**config.mk**
```make
export PLATFORM = sky130hd
export DESIGN_NAME = bmf_queue
export DESIGN_NICKNAME = d
export VERILOG_FILES = /design/src/rtl/core/bmf_pkg.sv /design/src/rtl/core/bmf_queue.sv
export SDC_FILE = /design/constraint.sdc
export NUM_CORES = 1
export LEC_CHECK = 0
export BUFFER_PORTS_ARGS = -buffer_cell sky130_fd_sc_hd__buf_2
export CAP_MARGIN = 15
export CORE_MARGIN = 3
export CORE_UTILIZATION = 30
export DETAILED_ROUTE_END_ITERATION = 7
export PLACE_DENSITY_LB_ADDON = 0.05
export SLEW_MARGIN = 40
export SYNTH_ARGS = -nofsm -noshare
export SYNTH_HDL_FRONTEND = slang
export SYNTH_SLANG_ARGS = --single-unit
```
**constraint.sdc**
```tcl
create_clock -name i_clk -period 1.7 [get_ports i_clk]
set_input_delay 0 -clock i_clk [delete_from_list [all_inputs] [get_ports i_clk]]
set_output_delay 0 -clock i_clk [all_outputs]
set_load 0.03 [all_outputs]
```
**src/rtl/core/bmf_pkg.sv**
```systemverilog
// Shared widths, register codes and types of the box mean filter.
package bmf_pkg;

    localparam int K_W        = 4;
    localparam int W_W        = 12;
    localparam int H_W        = 16;
    localparam int PIX_W      = 8;
    localparam int MEAN_W     = 8;
    localparam int P_W        = 3;
    localparam int SIDE_W     = P_W + 1;
    localparam int ROW_W      = H_W + 1;
    localparam int CFG_IDX_W  = 2;
    localparam int CFG_DATA_W = 16;
    localparam int Q_DEPTH    = 4;
    localparam int Q_PTR_W    = 2;

    localparam logic [CFG_IDX_W-1:0] REG_KERNEL = 2'd0;
    localparam logic [CFG_IDX_W-1:0] REG_WIDTH  = 2'd1;
    localparam logic [CFG_IDX_W-1:0] REG_HEIGHT = 2'd2;

    localparam logic ACT_PIXEL = 1'b0;
    localparam logic ACT_DRAIN = 1'b1;

    localparam logic [K_W-1:0] KERNEL_RESET = 4'd3;
    localparam logic [W_W-1:0] WIDTH_RESET  = 12'd640;
    localparam logic [H_W-1:0] HEIGHT_RESET = 16'd480;

    localparam logic [MEAN_W-1:0] MEAN_MAX = 8'd255;

    // Effective window geometry after clamping of the kernel register.
    typedef struct packed {
        logic [K_W-1:0]    k;
        logic [P_W-1:0]    p;
        logic [SIDE_W-1:0] side;
    } t_geom;

    // One classified stream position handed from the front to the back.
    typedef struct packed {
        logic [PIX_W-1:0] pix;
        logic             old_ok;
        logic             fresh;
        logic             emit;
        logic             row_end;
        logic             last_row;
    } t_cmd;

endpackage

```
**src/rtl/core/bmf_queue.sv**
```systemverilog
// Short command queue between the front and the back of the box mean filter.
module bmf_queue
    import bmf_pkg::*;
#(
    parameter int DATA_W = 32
) (
    input  logic              i_clk,
    input  logic              i_rst_n,
    input  logic              i_push,
    input  logic [DATA_W-1:0] i_data,
    input  logic              i_pop,
    output logic [DATA_W-1:0] o_data,
    output logic              o_full,
    output logic              o_empty
);

    logic [DATA_W-1:0]  r_mem [Q_DEPTH];
    logic [Q_PTR_W-1:0] r_wp, n_wp;
    logic [Q_PTR_W-1:0] r_rp, n_rp;
    logic [Q_PTR_W:0]   r_cnt, n_cnt;

    always_comb begin
        n_wp  = i_push ? r_wp + Q_PTR_W'(1) : r_wp;
        n_rp  = i_pop ? r_rp + Q_PTR_W'(1) : r_rp;
        n_cnt = r_cnt + (Q_PTR_W+1)'(i_push) - (Q_PTR_W+1)'(i_pop);
    end

    assign o_full  = r_cnt == (Q_PTR_W+1)'(Q_DEPTH);
    assign o_empty = r_cnt == '0;
    assign o_data  = r_mem[r_rp];

    always_ff @(posedge i_clk) begin
        if (!i_rst_n) begin
            r_wp  <= '0;
            r_rp  <= '0;
            r_cnt <= '0;
        end else begin
            r_wp  <= n_wp;
            r_rp  <= n_rp;
            r_cnt <= n_cnt;
        end
    end

    always_ff @(posedge i_clk) begin
        if (i_push) begin
            r_mem[r_wp] <= i_data;
        end
    end

endmodule

```
==> impl_metrics.tcl <==
set metrics [dict create \
    post_dp_cell_area_mm2 0.00579 \
    cts_root_buffer "clkbuf_16" \
    worstMarginPinSlew_ns 0.291 \
    clock_path_buffers 2 \
    slew-limit-headroom_pct 80.6 \
    wirelength_mm 9.96 \
    utilization_pct 42.0 \
    tritoncts "done" \
    r2r-end "r_cnt[2]$_SDFF_PN0_" \
    nets 382 \
    grt_pass1_vias 2646 \
    period_minus_slack_ns 1.71 \
    rsz0062_at_grt "true" \
    yosys-top-cells-area "edfxtp_1 75%, mux4_2 13%, dfxtp_1 3.5%" \
    viasPerCell 4.25 \
    power_switching_mw 1.99 \
    diodes 0 \
    setup_violations 4 \
    placement.io_buffers 69 \
    pre_cts_ws_ns -0.0376 \
    holdWs_ns 0.341 \
    yosys_warnings 0 \
    layout_commonest_cell "edfxtp_1" \
    grt_pass1_wl_mm 15.4 \
    cp_max_fo 8 \
    seqPwrFrac_pct 44.1 \
    layout_setup_ws_ns -0.00901 \
    timing.critical_path.to_type "primary output" \
    numCtsBuffers 17 \
    vias 2431 \
    firstDrtPassIters 4 \
    r2r-start "r_cnt[0]$_SDFF_PN0_" \
    status "complete, but fails checks" \
    drive_gt1_share_pct 42.0 \
    clkSlewWorstSetupHoldPaths_ns 0.06 \
    synth_area_mm2 0.00510 \
    seq_area_frac_synth_pct 78.9 \
    finalSetupTns_ns -0.0258 \
    start_util_pct 30.7 \
    io_pins 70 \
    fin_skew_ns 0.00647 \
    layout_common_cells "128 x edfxtp_1, 37 x buf_2, 35 x dlygate4sd3_1" \
    syn2layout_area_growth_pct 36.9 \
    cp.required_ns 1.70 \
    drt_iter0_drc 116 \
    sw_frac_of_total_pct 22.3 \
    pwr-share-clk_pct 41.7 \
    regToRegSetupSlack_ns 0.12 \
    synth_top_area_share_pct 75.3 \
    place.gp.congestion 0.682 \
    drtAntennaViolNets 0 \
    final_area_mm2 0.00698 \
    ys_ff_latch 137 \
    total_power_mw 8.92 \
    crit_end "o_data[29]" \
    die_area_mm2 0.0186 \
    grt_max_degree 33 \
    p_comb_share_pct 14.2 \
    post-dp-hpwl_mm 5.82 \
    leakagePower_nw 2.45 \
    timing.final.crit_share_pct 101 \
    worstSetupPathType "flop to primary output" \
    fin_cells 572 \
    r2r_cells 7 \
    drcViolationCount 0 \
    synth.net_count 253 \
    num_rows 47 \
    finalHoldViolCount 0 \
    cp.arrival_ns 1.71 \
    fill_cells 1481 \
    overflow 0 \
    hold_start "i_data[18]" \
    antenna_found_initial 0 \
    maxCapViolCount 0 \
    ir_drop_mv 0.831 \
    place_inst 502 \
    track_usage_pct 11.7 \
    slew_violations 0 \
    violations "setup timing" \
    yosysTopAreaCell "edfxtp_1" \
    die_w_um 136 \
    cts_max_level 4 \
    core_mm2 0.0166 \
    hp-class "input port to flop" \
    syn_area_per_cell_um2 24.3 \
    wl_per_cell_um 17.4 \
    fp.dieH_um 136 \
    cp-start-kind "flop" \
    numClockSinks 137 \
    postSynthCellCount 210 \
    synthDistinctLibCells 20 \
    power_density_mw_per_mm2 1280 \
    p_int_mw 6.93 \
    clk-insertion-delay-late_ns 0.41 \
    max_clock_freq_ghz 0.585 \
]
## sequential cells by signal, indices dropped and copies added (netlist names), named ones only
| register | flops |
|---|---|
| r_cnt | 3 |
| r_mem | 128 |
| r_rp | 2 |
| r_wp | 2 |
## timing repair
action | in CTS | in global routing
gates cloned | 2 | 0
hold buffers | 35 | 0
pin swaps | 1 | 0
endpoints found under the hold margin | 137 | 0
buffers inserted | 2 | 1
endpoints found under the setup margin | 33 | 31
resized for setup | 47 | 30
## layer usage
| layer | wire length [µm] | GRT usage, % |
|---|---|---|
| met4 | 110 | 4.20 |
| met1 | 4500 | 14.8 |
| met3 | 521 | 4.96 |
| met5 | 0 | 0 |
| met2 | 4830 | 18.0 |
## worst min-delay path by stage
stage,to,cells past startpoint
finish,r_mem[2][18]$_DFFE_PP_,2
global placement,r_mem[1][28]$_DFFE_PP_,1
detailed placement,r_mem[3][20]$_DFFE_PP_,1
floorplan,r_mem[0][0]$_DFFE_PP_,0
CTS,r_mem[2][18]$_DFFE_PP_,2
global route,r_mem[2][18]$_DFFE_PP_,2
## worst max-delay path: stages (launching register included)
cell	delay [ns]
dfxtp_4	0.39
buf_12	0.11
buf_16	0.13
mux4_2	0.51
buf_6	0.16
## cell type report
cell class	instances	area, µm²	area share, %
Inverter	7	26.3	0.376
Clock buffer	22	444	6.36
Timing Repair Buffer	117	1100	15.7
Sequential cell	137	4030	57.7
Multi-Input combinational cell	59	962	13.8
Tap cell	220	275	3.94
Clock inverter	10	150	2.15
## cells in the mapped netlist
| library cell | number |
|---|---|
| edfxtp_1 | 128 |
| mux4_2 | 30 |
| dfxtp_1 | 9 |
| inv_1 | 7 |
| and2_1 | 6 |
| ha_1 | 6 |
| nor2_1 | 5 |
| buf_12 | 3 |
| buf_2 | 3 |
| mux4_1 | 2 |
| xnor2_1 | 2 |
| a21bo_2 | 1 |
| a21oi_1 | 1 |
| and3_1 | 1 |
| buf_6 | 1 |
| fa_1 | 1 |
| mux2i_1 | 1 |
| nand3b_1 | 1 |
| nor3_1 | 1 |
| xor3_1 | 1 |
## power groups by stage
stage	sequential [mW]	combinational, mW	clock [mW]
floorplan	3.98	0.717	0
global placement	4.00	1.04	0
detailed placement	4.00	1.05	0
CTS	3.93	1.27	3.82
global route	3.95	1.36	3.99
finish	3.93	1.27	3.72
## kinds of logic after synthesis
group                    count (synthesis)  share of synthesized area, %
flip-flops                             137                          78.9
multiplexers                            33                          14.5
buffers and inverters                   14                          2.21
AND/OR/NAND/NOR                         14                          1.47
adder cells (fa/ha/maj)                  7                          1.86
XOR/XNOR                                 3                         0.809
AO/OA/AOI/OAI                            2                         0.294
No activity file was read; power rests on OpenSTA's default activity.
