==> src/rtl/core/bmf_pkg.sv <==
// Shared widths, register codes and types of the box mean filter.
package bmf_pkg;

    localparam int K_W        = 4;
    localparam int W_W        = 12;
    localparam int H_W        = 16;
    localparam int PIX_W      = 8;
    localparam int MEAN_W     = 8;
    localparam int P_W        = 3;
    localparam int SIDE_W     = P_W + 1;
    localparam int ROW_W      = H_W + 1;
    localparam int CFG_IDX_W  = 2;
    localparam int CFG_DATA_W = 16;
    localparam int Q_DEPTH    = 4;
    localparam int Q_PTR_W    = 2;

    localparam logic [CFG_IDX_W-1:0] REG_KERNEL = 2'd0;
    localparam logic [CFG_IDX_W-1:0] REG_WIDTH  = 2'd1;
    localparam logic [CFG_IDX_W-1:0] REG_HEIGHT = 2'd2;

    localparam logic ACT_PIXEL = 1'b0;
    localparam logic ACT_DRAIN = 1'b1;

    localparam logic [K_W-1:0] KERNEL_RESET = 4'd3;
    localparam logic [W_W-1:0] WIDTH_RESET  = 12'd640;
    localparam logic [H_W-1:0] HEIGHT_RESET = 16'd480;

    localparam logic [MEAN_W-1:0] MEAN_MAX = 8'd255;

    // Effective window geometry after clamping of the kernel register.
    typedef struct packed {
        logic [K_W-1:0]    k;
        logic [P_W-1:0]    p;
        logic [SIDE_W-1:0] side;
    } t_geom;

    // One classified stream position handed from the front to the back.
    typedef struct packed {
        logic [PIX_W-1:0] pix;
        logic             old_ok;
        logic             fresh;
        logic             emit;
        logic             row_end;
        logic             last_row;
    } t_cmd;

endpackage

==> src/rtl/core/bmf_if.sv <==
// Channel interfaces of the box mean filter: pixel input, configuration, results.
interface bmf_pix_if import bmf_pkg::*; ();
    logic             valid;
    logic             ready;
    logic             action;
    logic [PIX_W-1:0] pixel_value;

    modport source (output valid, output action, output pixel_value, input ready);
    modport sink   (input valid, input action, input pixel_value, output ready);
endinterface

interface bmf_cfg_if import bmf_pkg::*; ();
    logic                  valid;
    logic                  ready;
    logic [CFG_IDX_W-1:0]  index;
    logic [CFG_DATA_W-1:0] data;

    modport source (output valid, output index, output data, input ready);
    modport sink   (input valid, input index, input data, output ready);
endinterface


==> src/rtl/core/bmf_front.sv <==
// Front of the box mean filter: registers, stream position and item classification.
module bmf_front
    import bmf_pkg::*;
#(
    parameter int MAX_KERNEL = 15,
    parameter int MAX_WIDTH  = 2048,
    localparam int SIDE_MAX = 2 * (MAX_KERNEL / 2) + 1,
    localparam int COL_W    = $clog2(MAX_WIDTH),
    localparam int SLOT_W   = (SIDE_MAX > 1) ? $clog2(SIDE_MAX) : 1
) (
    input  logic              i_clk,
    input  logic              i_rst_n,
    bmf_pix_if.sink           i_pix,
    bmf_cfg_if.sink           i_cfg,
    input  logic              i_q_full,
    output logic              o_q_push,
    output t_cmd              o_cmd,
    output logic [COL_W-1:0]  o_col,
    output logic [SLOT_W-1:0] o_slot,
    output t_geom             o_geom
);

    logic [K_W-1:0]    r_kernel;
    logic [W_W-1:0]    r_width;
    logic [H_W-1:0]    r_height;
    logic [COL_W-1:0]  r_col, n_col;
    logic [ROW_W-1:0]  r_row, n_row;
    logic [SLOT_W-1:0] r_slot, n_slot;

    logic [K_W-1:0]    k_eff;
    logic [W_W-1:0]    w_eff;
    logic [H_W-1:0]    h_eff;
    logic [P_W-1:0]    pad;
    logic [SIDE_W-1:0] side;
    logic [COL_W-1:0]  col_last;
    logic [ROW_W-1:0]  h_ext;
    logic              is_real, in_frame, skip, accept;
    logic              emit_row, row_end, last_row, done;
    logic              cfg_wr, cfg_known;

    always_comb begin
        k_eff = r_kernel;
        if (r_kernel == '0) begin
            k_eff = K_W'(1);
        end else if (int'(r_kernel) > MAX_KERNEL) begin
            k_eff = K_W'(MAX_KERNEL);
        end
        w_eff = r_width;
        if (r_width == '0) begin
            w_eff = W_W'(1);
        end else if (int'(r_width) > MAX_WIDTH) begin
            w_eff = W_W'(MAX_WIDTH);
        end
        h_eff    = (r_height == '0) ? H_W'(1) : r_height;
        pad      = P_W'(k_eff >> 1);
        side     = {pad, 1'b1};
        col_last = COL_W'(w_eff - W_W'(1));
        h_ext    = ROW_W'(h_eff);
    end

    assign o_geom = '{k: k_eff, p: pad, side: side};

    always_comb begin
        is_real  = i_pix.action == ACT_PIXEL;
        in_frame = r_row < h_ext;
        // A drain tick while the frame still runs is taken and thrown away.
        skip     = !is_real && in_frame;
        accept   = i_pix.valid && i_pix.ready;
        o_q_push = accept && !skip;
        emit_row = (r_row >= ROW_W'(pad)) && (r_row < h_ext + ROW_W'(pad));
        row_end  = r_col == col_last;
        last_row = r_row == h_ext + ROW_W'(pad) - ROW_W'(1);
        done     = emit_row && row_end && last_row;

        o_cmd.pix      = (is_real && in_frame) ? i_pix.pixel_value : '0;
        o_cmd.old_ok   = r_row >= ROW_W'(side);
        o_cmd.fresh    = r_row == '0;
        o_cmd.emit     = emit_row;
        o_cmd.row_end  = row_end;
        o_cmd.last_row = last_row;
    end

    assign o_col       = r_col;
    assign o_slot      = r_slot;
    assign i_pix.ready = !i_q_full;
    assign i_cfg.ready = 1'b1;
    assign cfg_wr      = i_cfg.valid && i_cfg.ready;
    assign cfg_known   = (i_cfg.index == REG_KERNEL) || (i_cfg.index == REG_WIDTH)
                         || (i_cfg.index == REG_HEIGHT);

    always_comb begin
        n_col  = r_col;
        n_row  = r_row;
        n_slot = r_slot;
        if (cfg_wr && cfg_known) begin
            n_col  = '0;
            n_row  = '0;
            n_slot = '0;
        end else if (o_q_push) begin
            if (done) begin
                n_col  = '0;
                n_row  = '0;
                n_slot = '0;
            end else if (row_end) begin
                n_col  = '0;
                n_row  = r_row + ROW_W'(1);
                n_slot = (r_slot == SLOT_W'(side - SIDE_W'(1))) ? '0 : r_slot + SLOT_W'(1);
            end else begin
                n_col = r_col + COL_W'(1);
            end
        end
    end

    always_ff @(posedge i_clk) begin
        if (!i_rst_n) begin
            r_kernel <= KERNEL_RESET;
            r_width  <= WIDTH_RESET;
            r_height <= HEIGHT_RESET;
            r_col    <= '0;
            r_row    <= '0;
            r_slot   <= '0;
        end else begin
            r_col  <= n_col;
            r_row  <= n_row;
            r_slot <= n_slot;
            if (cfg_wr) begin
                unique case (i_cfg.index)
                    REG_KERNEL: r_kernel <= i_cfg.data[K_W-1:0];
                    REG_WIDTH:  r_width  <= i_cfg.data[W_W-1:0];
                    REG_HEIGHT: r_height <= i_cfg.data[H_W-1:0];
                    default: begin
                    end
                endcase
            end
        end
    end

endmodule

==> src/flat_wrapper.sv <==
// flat-port wrapper written by rule: the top's interface ports become plain ports
module bmf_front_flat import bmf_pkg::*;
#(
    parameter int MAX_KERNEL = 15,
    parameter int MAX_WIDTH  = 2048,
    localparam int SIDE_MAX = 2 * (MAX_KERNEL / 2) + 1,
    localparam int COL_W    = $clog2(MAX_WIDTH),
    localparam int SLOT_W   = (SIDE_MAX > 1) ? $clog2(SIDE_MAX) : 1
)
  (i_clk, i_rst_n, i_q_full, o_q_push, o_cmd, o_col, o_slot, o_geom, i_pix_valid, i_pix_action, i_pix_pixel_value, i_pix_ready, i_cfg_valid, i_cfg_index, i_cfg_data, i_cfg_ready);
  bmf_pix_if i_pix_i ();
  bmf_cfg_if i_cfg_i ();
  input  logic i_clk;
  input  logic i_rst_n;
  input  logic i_q_full;
  output logic o_q_push;
  output t_cmd o_cmd;
  output logic [COL_W-1:0] o_col;
  output logic [SLOT_W-1:0] o_slot;
  output t_geom o_geom;
  input wire logic [$bits(i_pix_i.valid)-1:0] i_pix_valid;
  input wire logic [$bits(i_pix_i.action)-1:0] i_pix_action;
  input wire logic [$bits(i_pix_i.pixel_value)-1:0] i_pix_pixel_value;
  output wire logic [$bits(i_pix_i.ready)-1:0] i_pix_ready;
  input wire logic [$bits(i_cfg_i.valid)-1:0] i_cfg_valid;
  input wire logic [$bits(i_cfg_i.index)-1:0] i_cfg_index;
  input wire logic [$bits(i_cfg_i.data)-1:0] i_cfg_data;
  output wire logic [$bits(i_cfg_i.ready)-1:0] i_cfg_ready;
  assign i_pix_i.valid = i_pix_valid;
  assign i_pix_i.action = i_pix_action;
  assign i_pix_i.pixel_value = i_pix_pixel_value;
  assign i_pix_ready = i_pix_i.ready;
  assign i_cfg_i.valid = i_cfg_valid;
  assign i_cfg_i.index = i_cfg_index;
  assign i_cfg_i.data = i_cfg_data;
  assign i_cfg_ready = i_cfg_i.ready;
  bmf_front #(.MAX_KERNEL(MAX_KERNEL), .MAX_WIDTH(MAX_WIDTH)) u_core (.i_clk(i_clk), .i_rst_n(i_rst_n), .i_pix(i_pix_i), .i_cfg(i_cfg_i), .i_q_full(i_q_full), .o_q_push(o_q_push), .o_cmd(o_cmd), .o_col(o_col), .o_slot(o_slot), .o_geom(o_geom));
endmodule
==> config.mk <==
export PLATFORM = sky130hd
export DESIGN_NAME = bmf_front_flat
export DESIGN_NICKNAME = d
export VERILOG_FILES = /design/src/rtl/core/bmf_pkg.sv /design/src/rtl/core/bmf_if.sv /design/src/rtl/core/bmf_front.sv /design/src/flat_wrapper.sv
export SDC_FILE = /design/constraint.sdc
export NUM_CORES = 1
export LEC_CHECK = 0
export BUFFER_PORTS_ARGS = -buffer_cell sky130_fd_sc_hd__buf_2
export CAP_MARGIN = 20
export CORE_ASPECT_RATIO = 0.5
export CORE_MARGIN = 5
export CORE_UTILIZATION = 54
export CTS_BUF_LIST = sky130_fd_sc_hd__clkbuf_16
export CTS_CLUSTER_SIZE = 14
export DETAILED_ROUTE_END_ITERATION = 10
export GPL_TIMING_DRIVEN = 0
export PLACE_DENSITY = 0.78
export SYNTH_ARGS = -nofsm -noshare
export SYNTH_HDL_FRONTEND = slang
export SYNTH_SLANG_ARGS = --single-unit
==> constraint.sdc <==
create_clock -name i_clk -period 5.75 [get_ports i_clk]
set_clock_uncertainty 0.2 [all_clocks]
set_input_delay 1.15 -clock i_clk [delete_from_list [all_inputs] [get_ports i_clk]]
set_output_delay 1.15 -clock i_clk [all_outputs]
set_load 0.05 [all_outputs]
==> metrics <==
Yosys top cell by area dfxtp_1; Slew Viols, Final 0; Mapped Area about 5700 sq um; Mapped Cells between 700 and 800; commonest non-fill, non-tap cell in the layout nand2_1; asr flop ratio synth 0%; Final Hold Viols 0; Fillers roughly 840; CTS tree built; first-iteration detailed-routing DRC count about 410; Critical-path top delay cell a2111o_1; Initial Utilization a little under three fifths; switching share of power 27.3%; core area slightly above 10000 sq um; via count ~5800; peak per-stage delay on the critical path around 440 ps; leading post-synthesis cells by cell area dfxtp_1, ha_1, nand2_1; Min-Delay Path Class flip-flop to flip-flop; final setup fails 2; number of port buffers between 70 and 80; initial antenna violation count 0; Die X roughly 150 um; Synth Flop Type dfxtp_1; routed len/inst between 15 and 20 um; syn_area_per_cell between 7 and 8 sq um; failing checks setup timing; Core Util, Final between 60% and 70%; GP Congestion a little under 1; worst rel slew slack roughly 45%; Internal between 0.9 and 1 mW; CP Class flip-flop to output port; vias in the first global route around 5400; drt via density 5.88; Max H-tree Level 3; Cell Chain, Critical Path nor4_4 > nand2_2 > o41ai_4 > ha_2 > inv_2 > fa_2 > nor2b_4 > o21ai_4 > a21o_1 > a2111o_1 > or3_4 > a2111oi_4 > o211ai_1 > nor4b_2 > buf_4 > buf_8; Flop pwr share roughly a third; min cycle time layout roughly 6000 ps; total power roughly 1.3 mW; Post-synth EDFFs 0; ANT cells 0; Die Height 82.4 um; Arrival @ worst endpoint 4620 ps; die area about 13000 sq um; Leakage Power 2.89 nW; share of the synthesized area in the top cell type approximately 23%; clock-pin slew on the worst setup and hold paths ~60 ps; drt pass-1 iters 5; Remaining Overflow, GRT 0; register area share after synthesis around 23%; CP required approximately 4400 ps; Post-Route WL between 15 and 20 mm; antenna-violating nets left 0; fin nets between 900 and 1000; status finished, violations left; share of layout cells above drive strength 1 between 20% and 30%; Slew @ Worst Pin between 800 and 900 ps; f_max around 0.17 GHz; count of cell types in the netlist just under 80; startpoint types flip-flop; Peak VDD IR about 0.00012 V; clock sinks 64; Skew-Pair Late Insertion Delay 330 ps; PD cells between 150 and 200 nW/um^2; Max clock buf depth 2; most frequent cells in the layout nand2_1, buf_2, dfxtp_1; clk root buf clkbuf_16; #FFs+latches synth 64; number of max-cap violations 0; first-pass GRT wire length ~27 mm; Comb power frac between 15 and 20%; CTS Buf Count 9; Total GRT Usage ~26%; row count 26; largest net degree at the start of global routing 13; yosys warns 0; clock share of power between 40% and 50%; number of remaining DRC errors 0; switching pwr 0.364 mW; Final period util 104%; DP HPWL between 10 and 15 mm; final setup margin -216 ps; area growth from synthesis to layout 24.2%; setup repair after global routing missed its margin true; IO Count 74; CP endpoint kind output port; highest net fanout along the worst path 5
-- worst max-delay path, delay by kind of cell (launching register included) --
family          cells  cell delay (ps)
fa+ha+maj           2              660
compound gates      6             1580
buf+inv             3              330
simple gates        5             1340
flops               1              370
-- power by group through the flow --
stage | combinational, mW | clock [mW] | sequential, mW
2_1_floorplan | 0.155 | 0 | 0.470
3_3_place_gp | 0.203 | 0 | 0.471
3_5_place_dp | 0.208 | 0 | 0.472
4_1_cts | 0.221 | 0.642 | 0.466
5_1_grt | 0.250 | 0.660 | 0.467
6_report | 0.231 | 0.632 | 0.466
-- cells in the mapped netlist, types with 16 or more instances --
| cell type | number |
|---|---|
| a21boi_0 | 22 |
| a21oi_1 | 32 |
| clkbuf_1 | 22 |
| dfxtp_1 | 64 |
| ha_1 | 47 |
| inv_1 | 43 |
| nand2_1 | 91 |
| nand3_1 | 24 |
| nand4_1 | 18 |
| nor2_1 | 46 |
| nor3_1 | 20 |
| nor4_1 | 16 |
| o21ai_0 | 20 |
| xnor2_1 | 37 |
| xor2_1 | 24 |
-- through the flow --
| step | cell area, sq um | setup TNS (ps) | hold slack, ps | instances | worst slack [ps] |
|---|---|---|---|---|---|
| final | 7030 | -287 | 282 | 980 | -216 |
| after global routing | 7030 | -658 | 331 | 980 | -400 |
| after CTS | 6910 | -101 | 287 | 973 | -101 |
| after detailed placement | 6210 | -11850 | 272 | 944 | -1280 |
| after global placement | 6210 | -9900 | 263 | 943 | -1120 |
| after floorplan | 5680 | 0 | 243 | 732 | 15.0 |
-- area by class of cell --
type	count	area [sq um]	share of cell area, %
Tap cell	140	175	2.49
Timing Repair Buffer	97	567	8.06
Sequential cell	64	1290	18.4
Multi-Input combinational cell	579	4270	60.7
Clock inverter	7	119	1.69
Clock buffer	9	225	3.20
Buffer	40	219	3.11
Inverter	44	165	2.35
-- state kept, by name (all words and copies together) (netlist names) --
name             flops
u_core.r_width      12
u_core.r_height     16
u_core.o_col        11
u_core.o_slot        4
u_core.r_kernel      4
u_core.r_row        17
-- logic make-up (layout without fill, tap and decap cells) --
logic type	Yosys count	in the layout	synth area share, %
AND/OR/NAND/NOR	302	302	28.1
multiplexers	6	6	1.13
other	1	2	0.0662
AO/OA/AOI/OAI	158	158	20.1
adder cells (fa/ha/maj)	48	48	10.7
flip-flops	64	64	22.6
XOR/XNOR	63	63	10.2
buffers and inverters	89	197	7.07
-- per-layer routing --
layer  track usage (%)  vias to the layer above  share of wire, %
met1              33.6                     2713                45
met3              4.69                       32               6.8
met5                 0                        -                 0
li1                  -                     2817                 -
met4              8.02                        0               2.0
met2              44.9                      197                46
-- timing repair --
action,in CTS,in global routing
pin swaps,23,12
resized for setup,51,15
endpoints found under the setup margin,23,2
hold buffers,0,0
buffers inserted,18,7
-- path summary, 6_finish.rpt --
check,from,endpoint,slack [ps],cells past startpoint
max,u_core.r_height[9]$_SDFFE_PN0P_,o_cmd[0],-220,16
min,u_core.r_kernel[0]$_SDFFE_PN1P_,u_core.r_kernel[0]$_SDFFE_PN1P_,280,2
max reg2reg,u_core.r_height[9]$_SDFFE_PN0P_,u_core.r_row[5]$_SDFFE_PP0P_,270,20
min reg2reg,u_core.r_kernel[0]$_SDFFE_PN1P_,u_core.r_kernel[0]$_SDFFE_PN1P_,280,2
Power figures use the tool's default switching activity.
