===== config.mk =====
export PLATFORM = sky130hd
export DESIGN_NAME = bmf_scale_flat
export DESIGN_NICKNAME = d
export VERILOG_FILES = /design/src/rtl/core/bmf_pkg.sv /design/src/rtl/core/bmf_if.sv /design/src/rtl/core/bmf_scale.sv /design/src/flat_wrapper.sv
export SDC_FILE = /design/constraint.sdc
export NUM_CORES = 1
export LEC_CHECK = 0
export ABC_AREA = 1
export BUFFER_PORTS_ARGS = -buffer_cell sky130_fd_sc_hd__clkbuf_2
export CORE_MARGIN = 2
export CORE_UTILIZATION = 45
export CTS_CLUSTER_SIZE = 20
export DETAILED_ROUTE_END_ITERATION = 16
export PLACE_DENSITY = 0.65
export SYNTH_ARGS = -nofsm -noshare
export SYNTH_HDL_FRONTEND = slang
export SYNTH_SLANG_ARGS = --single-unit

===== constraint.sdc =====
create_clock -name i_clk -period 15.2 [get_ports i_clk]
set_input_delay 3.04 -clock i_clk [delete_from_list [all_inputs] [get_ports i_clk]]
set_output_delay 3.04 -clock i_clk [all_outputs]
set_load 0.005 [all_outputs]

===== src/rtl/core/bmf_pkg.sv =====
// Shared widths, register codes and types of the box mean filter.
package bmf_pkg;

    localparam int K_W        = 4;
    localparam int W_W        = 12;
    localparam int H_W        = 16;
    localparam int PIX_W      = 8;
    localparam int MEAN_W     = 8;
    localparam int P_W        = 3;
    localparam int SIDE_W     = P_W + 1;
    localparam int ROW_W      = H_W + 1;
    localparam int CFG_IDX_W  = 2;
    localparam int CFG_DATA_W = 16;
    localparam int Q_DEPTH    = 4;
    localparam int Q_PTR_W    = 2;

    localparam logic [CFG_IDX_W-1:0] REG_KERNEL = 2'd0;
    localparam logic [CFG_IDX_W-1:0] REG_WIDTH  = 2'd1;
    localparam logic [CFG_IDX_W-1:0] REG_HEIGHT = 2'd2;

    localparam logic ACT_PIXEL = 1'b0;
    localparam logic ACT_DRAIN = 1'b1;

    localparam logic [K_W-1:0] KERNEL_RESET = 4'd3;
    localparam logic [W_W-1:0] WIDTH_RESET  = 12'd640;
    localparam logic [H_W-1:0] HEIGHT_RESET = 16'd480;

    localparam logic [MEAN_W-1:0] MEAN_MAX = 8'd255;

    // Effective window geometry after clamping of the kernel register.
    typedef struct packed {
        logic [K_W-1:0]    k;
        logic [P_W-1:0]    p;
        logic [SIDE_W-1:0] side;
    } t_geom;

    // One classified stream position handed from the front to the back.
    typedef struct packed {
        logic [PIX_W-1:0] pix;
        logic             old_ok;
        logic             fresh;
        logic             emit;
        logic             row_end;
        logic             last_row;
    } t_cmd;

endpackage


===== src/rtl/core/bmf_if.sv =====


interface bmf_res_if import bmf_pkg::*; ();
    logic              valid;
    logic              ready;
    logic [MEAN_W-1:0] mean_value;
    logic              last_of_frame;

    modport source (output valid, output mean_value, output last_of_frame, input ready);
    modport sink   (input valid, input mean_value, input last_of_frame, output ready);
endinterface


===== src/rtl/core/bmf_scale.sv =====
// Division of the window sum by K*K through a reciprocal multiply, with saturation.
module bmf_scale
    import bmf_pkg::*;
#(
    parameter int MAX_KERNEL = 15,
    localparam int SIDE_MAX = 2 * (MAX_KERNEL / 2) + 1,
    localparam int SUM_W    = $clog2(SIDE_MAX * SIDE_MAX * 255 + 1)
) (
    input  logic             i_clk,
    input  logic             i_rst_n,
    input  t_geom            i_geom,
    input  logic             i_valid,
    input  logic [SUM_W-1:0] i_sum,
    input  logic             i_last,
    output logic             o_ready,
    bmf_res_if.source        o_res
);

    localparam int D_W    = 2 * K_W;
    localparam int SHIFT  = SUM_W + D_W;
    localparam int M_W    = SHIFT + 1;
    localparam int PROD_W = SUM_W + M_W;
    localparam int N_K    = 1 << K_W;

    logic [M_W-1:0]    w_rcp [N_K];
    logic [PROD_W-1:0] r_prod;
    logic              r_v1, r_l1;
    logic              r_v2;
    logic [SUM_W:0]    quot;
    logic              adv2;

    // Rounded-up reciprocals 2^SHIFT / K^2; exact floor for every sum the window can reach.
    for (genvar g = 0; g < N_K; g++) begin : g_rcp
        localparam longint unsigned DIV = (g == 0) ? 1 : g * g;
        localparam longint unsigned RCP = ((64'd1 << SHIFT) + DIV - 1) / DIV;
        assign w_rcp[g] = M_W'(RCP);
    end

    assign adv2    = !r_v2 || o_res.ready;
    assign o_ready = !r_v1 || adv2;
    assign quot    = r_prod[PROD_W-1:SHIFT];
    assign o_res.valid = r_v2;

    always_ff @(posedge i_clk) begin
        if (!i_rst_n) begin
            r_v1 <= 1'b0;
            r_v2 <= 1'b0;
        end else begin
            if (o_ready) begin
                r_v1 <= i_valid;
            end
            if (adv2) begin
                r_v2 <= r_v1;
            end
        end
    end

    always_ff @(posedge i_clk) begin
        if (o_ready && i_valid) begin
            r_prod <= PROD_W'(i_sum) * PROD_W'(w_rcp[i_geom.k]);
            r_l1   <= i_last;
        end
        if (adv2 && r_v1) begin
            o_res.mean_value    <= (quot > (SUM_W+1)'(MEAN_MAX)) ? MEAN_MAX : quot[MEAN_W-1:0];
            o_res.last_of_frame <= r_l1;
        end
    end

endmodule


===== src/flat_wrapper.sv =====
// flat-port wrapper written by rule: the top's interface ports become plain ports
module bmf_scale_flat import bmf_pkg::*;
#(
    parameter int MAX_KERNEL = 15,
    localparam int SIDE_MAX = 2 * (MAX_KERNEL / 2) + 1,
    localparam int SUM_W    = $clog2(SIDE_MAX * SIDE_MAX * 255 + 1)
)
  (i_clk, i_rst_n, i_geom, i_valid, i_sum, i_last, o_ready, o_res_valid, o_res_mean_value, o_res_last_of_frame, o_res_ready);
  bmf_res_if o_res_i ();
  input  logic i_clk;
  input  logic i_rst_n;
  input  t_geom i_geom;
  input  logic i_valid;
  input  logic [SUM_W-1:0] i_sum;
  input  logic i_last;
  output logic o_ready;
  output wire logic [$bits(o_res_i.valid)-1:0] o_res_valid;
  output wire logic [$bits(o_res_i.mean_value)-1:0] o_res_mean_value;
  output wire logic [$bits(o_res_i.last_of_frame)-1:0] o_res_last_of_frame;
  input wire logic [$bits(o_res_i.ready)-1:0] o_res_ready;
  assign o_res_valid = o_res_i.valid;
  assign o_res_mean_value = o_res_i.mean_value;
  assign o_res_last_of_frame = o_res_i.last_of_frame;
  assign o_res_i.ready = o_res_ready;
  bmf_scale #(.MAX_KERNEL(MAX_KERNEL)) u_core (.i_clk(i_clk), .i_rst_n(i_rst_n), .i_geom(i_geom), .i_valid(i_valid), .i_sum(i_sum), .i_last(i_last), .o_ready(o_ready), .o_res(o_res_i));
endmodule

==> results of run 1 <==
==> state kept, by name (all words and copies together) (netlist names) <==
register and flops:
u_core.r_prod 17, u_core.o_res.mean_value 8, u_core.o_res.last_of_frame 1, u_core.o_res.valid 1, u_core.r_l1 1, u_core.r_v1 1
==> worst max-delay path, delay by kind of cell <==
kind | cells | cell delay, ns
AND/OR/NAND/NOR | 6 | 1.71
XOR/XNOR | 1 | 0.17
adder cells (fa/ha/maj) | 8 | 3.44
buffers and inverters | 10 | 1.47
AO/OA/AOI/OAI | 5 | 0.77
==> synth_stat cells (3+ instances only) <==
| master | n |
|---|---|
| sky130_fd_sc_hd__clkinv_1 | 16 |
| sky130_fd_sc_hd__nor3_1 | 14 |
| sky130_fd_sc_hd__nand3_1 | 17 |
| sky130_fd_sc_hd__a21o_1 | 3 |
| sky130_fd_sc_hd__ha_1 | 129 |
| sky130_fd_sc_hd__nand2_2 | 4 |
| sky130_fd_sc_hd__nand2_1 | 331 |
| sky130_fd_sc_hd__o21ai_0 | 34 |
| sky130_fd_sc_hd__a21boi_0 | 5 |
| sky130_fd_sc_hd__nand4_1 | 3 |
| sky130_fd_sc_hd__fa_1 | 289 |
| sky130_fd_sc_hd__nor2_1 | 267 |
| sky130_fd_sc_hd__inv_1 | 442 |
| sky130_fd_sc_hd__xor2_1 | 9 |
| sky130_fd_sc_hd__a31oi_1 | 5 |
| sky130_fd_sc_hd__edfxtp_1 | 27 |
| sky130_fd_sc_hd__a21oi_1 | 52 |
| sky130_fd_sc_hd__clkbuf_1 | 31 |
| sky130_fd_sc_hd__o21bai_1 | 5 |
| sky130_fd_sc_hd__xnor2_1 | 3 |
==> metrics by stage <==
step / std cells / setup WS (ns) / hold WS (ns) / cell area, sq um / utilization
after floorplan: 1712 / 6.34 / 0.400 / 13400 / -
after global placement: 2109 / 4.64 / 0.405 / 14000 / 0.474
after detailed placement: 2109 / 4.59 / 0.419 / 14000 / 0.474
after CTS: 2117 / 4.81 / 0.411 / 14200 / 0.480
after global routing: 2117 / 4.25 / 0.427 / 14200 / 0.480
final: 2117 / 4.64 / 0.410 / 14200 / 0.480
==> per-layer routing <==
layer / up-vias / share of wire / track usage
met3: 87 / 0.083 / 0.0409
met5: - / 0 / 0
met1: 5365 / 0.42 / 0.352
met2: 466 / 0.45 / 0.415
li1: 4994 / - / -
met4: 0 / 0.049 / 0.0995
==> how the worst max path moves through the flow <==
stage                                   end  slack (ns)  cells after the start
final                     u_core.r_prod[36]        4.64                     30
after floorplan           u_core.r_prod[32]        6.34                     27
after CTS                 u_core.r_prod[36]        4.81                     30
after global placement    u_core.r_prod[36]        4.64                     30
after global routing      u_core.r_prod[32]        4.25                     29
after detailed placement  u_core.r_prod[39]        4.59                     28
==> cell families after synthesis <==
kind of cell / share of synthesized area
simple gates: 0.189
xor+xnor: 0.00906
compound gates: 0.0461
buf+inv: 0.140
flops: 0.0635
fa+ha+maj: 0.552
==> final cells by class <==
type / instances / area (sq um)
Fill cell: 2940 / 15300
Multi-Input combinational cell: 1186 / 10700
Clock inverter: 3 / 65.1
Sequential cell: 29 / 851
Timing Repair Buffer: 43 / 235
Inverter: 461 / 1730
Clock buffer: 5 / 125
Tap cell: 390 / 488
==> metrics.cfg, run 1 <==
[die]
initial_core_util = 0.455
core_area_sq_um = 29500
die_x_um = 177
floorplan_die_area_sq_um = 31200
fp.dieH_um = 177
row_count = 63
floorplan.io_pins = 43

[min_path]
hold_path_class = register to register
min_from = u_core.r_l1
min_to = u_core.o_res.last_of_frame
hold-path-cell-count = 0

[clocking]
cts-resized-gates = 0
cts_buffer_depth = 2
clk_pin_slew_worst_paths_ns = 0.05
htreeDepth = 2
cts_tree = yes
cts_inserted_buffers = 5
post_cts.repair.setup_buffers = 0
clk_latency_ns = 0.27
cts.sink_count = 29
clock_root_cell = sky130_fd_sc_hd__clkbuf_16
cts_hold_repair.buffers = 0

[logic_synthesis]
asyncSetResetFlopFracSynth = 0
synth_largest_area_cell = sky130_fd_sc_hd__fa_1
synth_seq_cells = 29
post_synth_main_area_contributors = sky130_fd_sc_hd__fa_1 43%, sky130_fd_sc_hd__inv_1 12%, sky130_fd_sc_hd__ha_1 12%
syn_area_per_cell_sq_um = 7.83
synth_enable_flop_cells = 27
synth.cell_area_sq_um = 13400
postSynth.topFlopCell = sky130_fd_sc_hd__edfxtp_1
syn-instance-count = 1712
fraction_of_synthesized_cell_area_taken_by_the_top_area_cell_type = 0.432
ys_warn_count = 0
post_synthesis_sequential_area_ratio = 0.0635
syn-num-nets = 2162
netlist-cell-type-count = 40

[worst_setup_path]
timing.critical_path.arrival_ns = 10.58
worstPathRequired_ns = 15.22
r2r_cells = 4
crit_path_start_kind = input port
crit_top_cell = sky130_fd_sc_hd__inv_1
max_stage_delay_on_crit_path_ns = 0.61
timing.critical_path.fanout_max = 11
crit_path_end_kind = register
worstReg2RegStart = u_core.r_prod[35]
slowest_stage = sky130_fd_sc_hd__nand2_1
crit_start = i_geom[8]
criticalPathCategory = input port to register
r2r_setup_slack_ns = 13.28
critical_path.reg2reg.endpoint = u_core.o_res.mean_value[3]

[timing]
share_of_the_cycle_needed_by_the_critical_path_after_routing = 0.695
relSlewSlack = 0.355
rsz0062_at_grt = false
final-max-slew-violation-count = 0
finalHoldViolCount = 0
achievable-frequency_mhz = 94.7
finalSetupViolations = 0
setup_total_negative_slack_ns = 0
tightestPinTransition_ns = 0.964
fin_crit_ns = 10.56
setup_skew_after_layout_ns = 0.00588

[run_status]
outcome = finished, final reports clean

[placement]
io_buffers = 35
gp_congestion = 0.945
dpl.hpwl_um = 31300

[grt]
grt-ovfl-total = 0
grt_start_max_net_pins = 22
global_route.usage.total = 0.258
via_count_of_the_first_global_routing_pass = 11600
grt_pass1_wl_um = 61900
antenna_found_initial = 0

[route]
post_route_drc = 0
wirelength_um = 37400
routed_wire_length_per_instance_um = 17.7
dr.pass1.iters = 5
drt.antenna.violating_nets = 0
via_per_inst = 5.15
routed-via-count = 10900
first_iter_violations = 882

[cells_and_area]
area_growth_syn_to_layout_pct = 5.70
total_number_of_nets_in_the_final_design = 2176
insertedDiodeCount = 0
mostFrequentLayoutCells = 442 x sky130_fd_sc_hd__inv_1, 331 x sky130_fd_sc_hd__nand2_1, 289 x sky130_fd_sc_hd__fa_1, 267 x sky130_fd_sc_hd__nor2_1, 129 x sky130_fd_sc_hd__ha_1
ratio_of_cells_with_drive_above_1_in_the_final_layout = 0.0382
leading_cell_type_in_the_layout_fill_and_taps_excluded = sky130_fd_sc_hd__inv_1

[run]
max_cap_check_violation_count = 0

Power of run 1 is not shown: default switching activity piles up to over one toggle a cycle in this logic, so the estimate is an artifact.
==> inputs of run 2 (changes only) <==
==> constraint.sdc (replaced) <==
create_clock -name i_clk -period 10.95 [get_ports i_clk]
set_input_delay 2.19 -clock i_clk [delete_from_list [all_inputs] [get_ports i_clk]]
set_output_delay 2.19 -clock i_clk [all_outputs]
set_load 0.005 [all_outputs]
==> metrics.cfg, run 2 (synthesized netlist as in run 1, its figures left out) <==
[route]
post_route_drc = 0
first_iter_violations = 827
wirelength_um = 37300
routed_wire_length_per_instance_um = 17.6
routed-via-count = 10900
drt.antenna.violating_nets = 0
dr.pass1.iters = 6
via_per_inst = 5.14

[min_path]
min_from = u_core.r_l1
hold_path_class = register to register
min_to = u_core.o_res.last_of_frame
hold-path-cell-count = 0

[cells_and_area]
area_growth_syn_to_layout_pct = 5.52
utilization = 0.480
total_number_of_nets_in_the_final_design = 2177
ratio_of_cells_with_drive_above_1_in_the_final_layout = 0.0388
largest_register_ff_count = 17
mostFrequentLayoutCells = 442 x sky130_fd_sc_hd__inv_1, 331 x sky130_fd_sc_hd__nand2_1, 289 x sky130_fd_sc_hd__fa_1, 267 x sky130_fd_sc_hd__nor2_1, 129 x sky130_fd_sc_hd__ha_1
insertedDiodeCount = 0
leading_cell_type_in_the_layout_fill_and_taps_excluded = sky130_fd_sc_hd__inv_1
largest_register = u_core.r_prod
largestRegisters = u_core.r_prod (17), u_core.o_res.mean_value (8)

[die]
floorplan_die_area_sq_um = 31200
floorplan.io_pins = 43
core_area_sq_um = 29500
fp.dieH_um = 177
initial_core_util = 0.455
row_count = 63
die_x_um = 177

[timing]
finalHoldViolCount = 0
fin_crit_ns = 9.32
share_of_the_cycle_needed_by_the_critical_path_after_routing = 0.851
setup_total_negative_slack_ns = 0
relSlewSlack = 0.287
rsz0062_at_grt = false
finalSetupViolations = 0
tightestPinTransition_ns = 1.07
final-max-slew-violation-count = 0
achievable-frequency_mhz = 107
setup_skew_after_layout_ns = 0.00223

[clocking]
cts_buffer_depth = 2
clock_root_cell = sky130_fd_sc_hd__clkbuf_16
cts_hold_repair.buffers = 0
post_cts.repair.setup_buffers = 0
cts.sink_count = 29
cts-resized-gates = 0
htreeDepth = 2
cts_tree = yes
cts_inserted_buffers = 5
clk_latency_ns = 0.26
clk_pin_slew_worst_paths_ns = 0.05

[placement]
gp_congestion = 0.954
dpl.hpwl_um = 31600
io_buffers = 35

[worst_setup_path]
criticalPathCategory = input port to register
critical_path.reg2reg.endpoint = u_core.o_res.mean_value[0]
crit_top_cell = sky130_fd_sc_hd__inv_1
crit_path_start_kind = input port
timing.critical_path.arrival_ns = 9.32
max_stage_delay_on_crit_path_ns = 0.60
r2r_setup_slack_ns = 8.98
crit_path_end_kind = register
slowest_stage = sky130_fd_sc_hd__fa_1
timing.critical_path.fanout_max = 11
worstReg2RegStart = u_core.r_prod[35]
worstPathRequired_ns = 10.95
r2r_cells = 4

[grt]
grt-ovfl-total = 0
grt_pass1_wl_um = 61300
antenna_found_initial = 0
via_count_of_the_first_global_routing_pass = 11500
grt_start_max_net_pins = 22
global_route.usage.total = 0.256

[run_status]
outcome = finished, final reports clean

[run]
max_cap_check_violation_count = 0

run 2: cell types whose count changed in the layout (fill, tap and decap cells not counted):
cell | previous run | this run
sky130_fd_sc_hd__clkbuf_8 | 0 | 2
sky130_fd_sc_hd__bufinv_16 | 2 | 0
sky130_fd_sc_hd__buf_4 | 8 | 9
run 2: final cells by class:
type | count | area, sq um
Fill cell | 3009 | 15300
Multi-Input combinational cell | 1186 | 10700
Inverter | 461 | 1730
Sequential cell | 29 | 851
Tap cell | 390 | 488
Timing Repair Buffer | 44 | 243
Clock buffer | 7 | 153
Clock inverter | 1 | 5.00
run 2: how the worst max path moves through the flow:
stage | to | slack, ns | startpoint
finish | u_core.r_prod[32] | 1.63 | i_geom[8]
floorplan | u_core.r_prod[32] | 2.94 | i_geom[7]
detailed placement | u_core.r_prod[32] | 1.47 | i_geom[7]
CTS | u_core.r_prod[32] | 1.72 | i_geom[7]
global route | u_core.r_prod[39] | 1.19 | i_geom[7]
global placement | u_core.r_prod[32] | 1.55 | i_geom[7]
run 2: worst max-delay path, delay by kind of cell:
| family | cells | cell delay [ns] |
|---|---|---|
| adder cells (fa/ha/maj) | 8 | 3.48 |
| buffers and inverters | 10 | 1.52 |
| AND/OR/NAND/NOR | 7 | 1.19 |
| AO/OA/AOI/OAI | 4 | 0.78 |
| XOR/XNOR | 1 | 0.15 |
run 2: per-layer routing:
metal / vias up / routed length, um / global-route usage
li1: 5003 / - / -
met1: 5333 / 15300 / 0.339
met2: 462 / 17000 / 0.415
met3: 81 / 3330 / 0.0536
met4: 0 / 1680 / 0.0919
met5: - / 0 / 0
run 2: stage by stage:
| step | hold WS [ns] | area, sq um | instances | worst slack, ns |
|---|---|---|---|---|
| CTS | 0.430 | 14100 | 2118 | 1.72 |
| floorplan | 0.400 | 13400 | 1712 | 2.94 |
| global route | 0.450 | 14100 | 2118 | 1.19 |
| finish | 0.426 | 14100 | 2118 | 1.63 |
| global placement | 0.405 | 14000 | 2110 | 1.55 |
| detailed placement | 0.420 | 14000 | 2110 | 1.47 |
Power of run 2 is left out for the same reason.
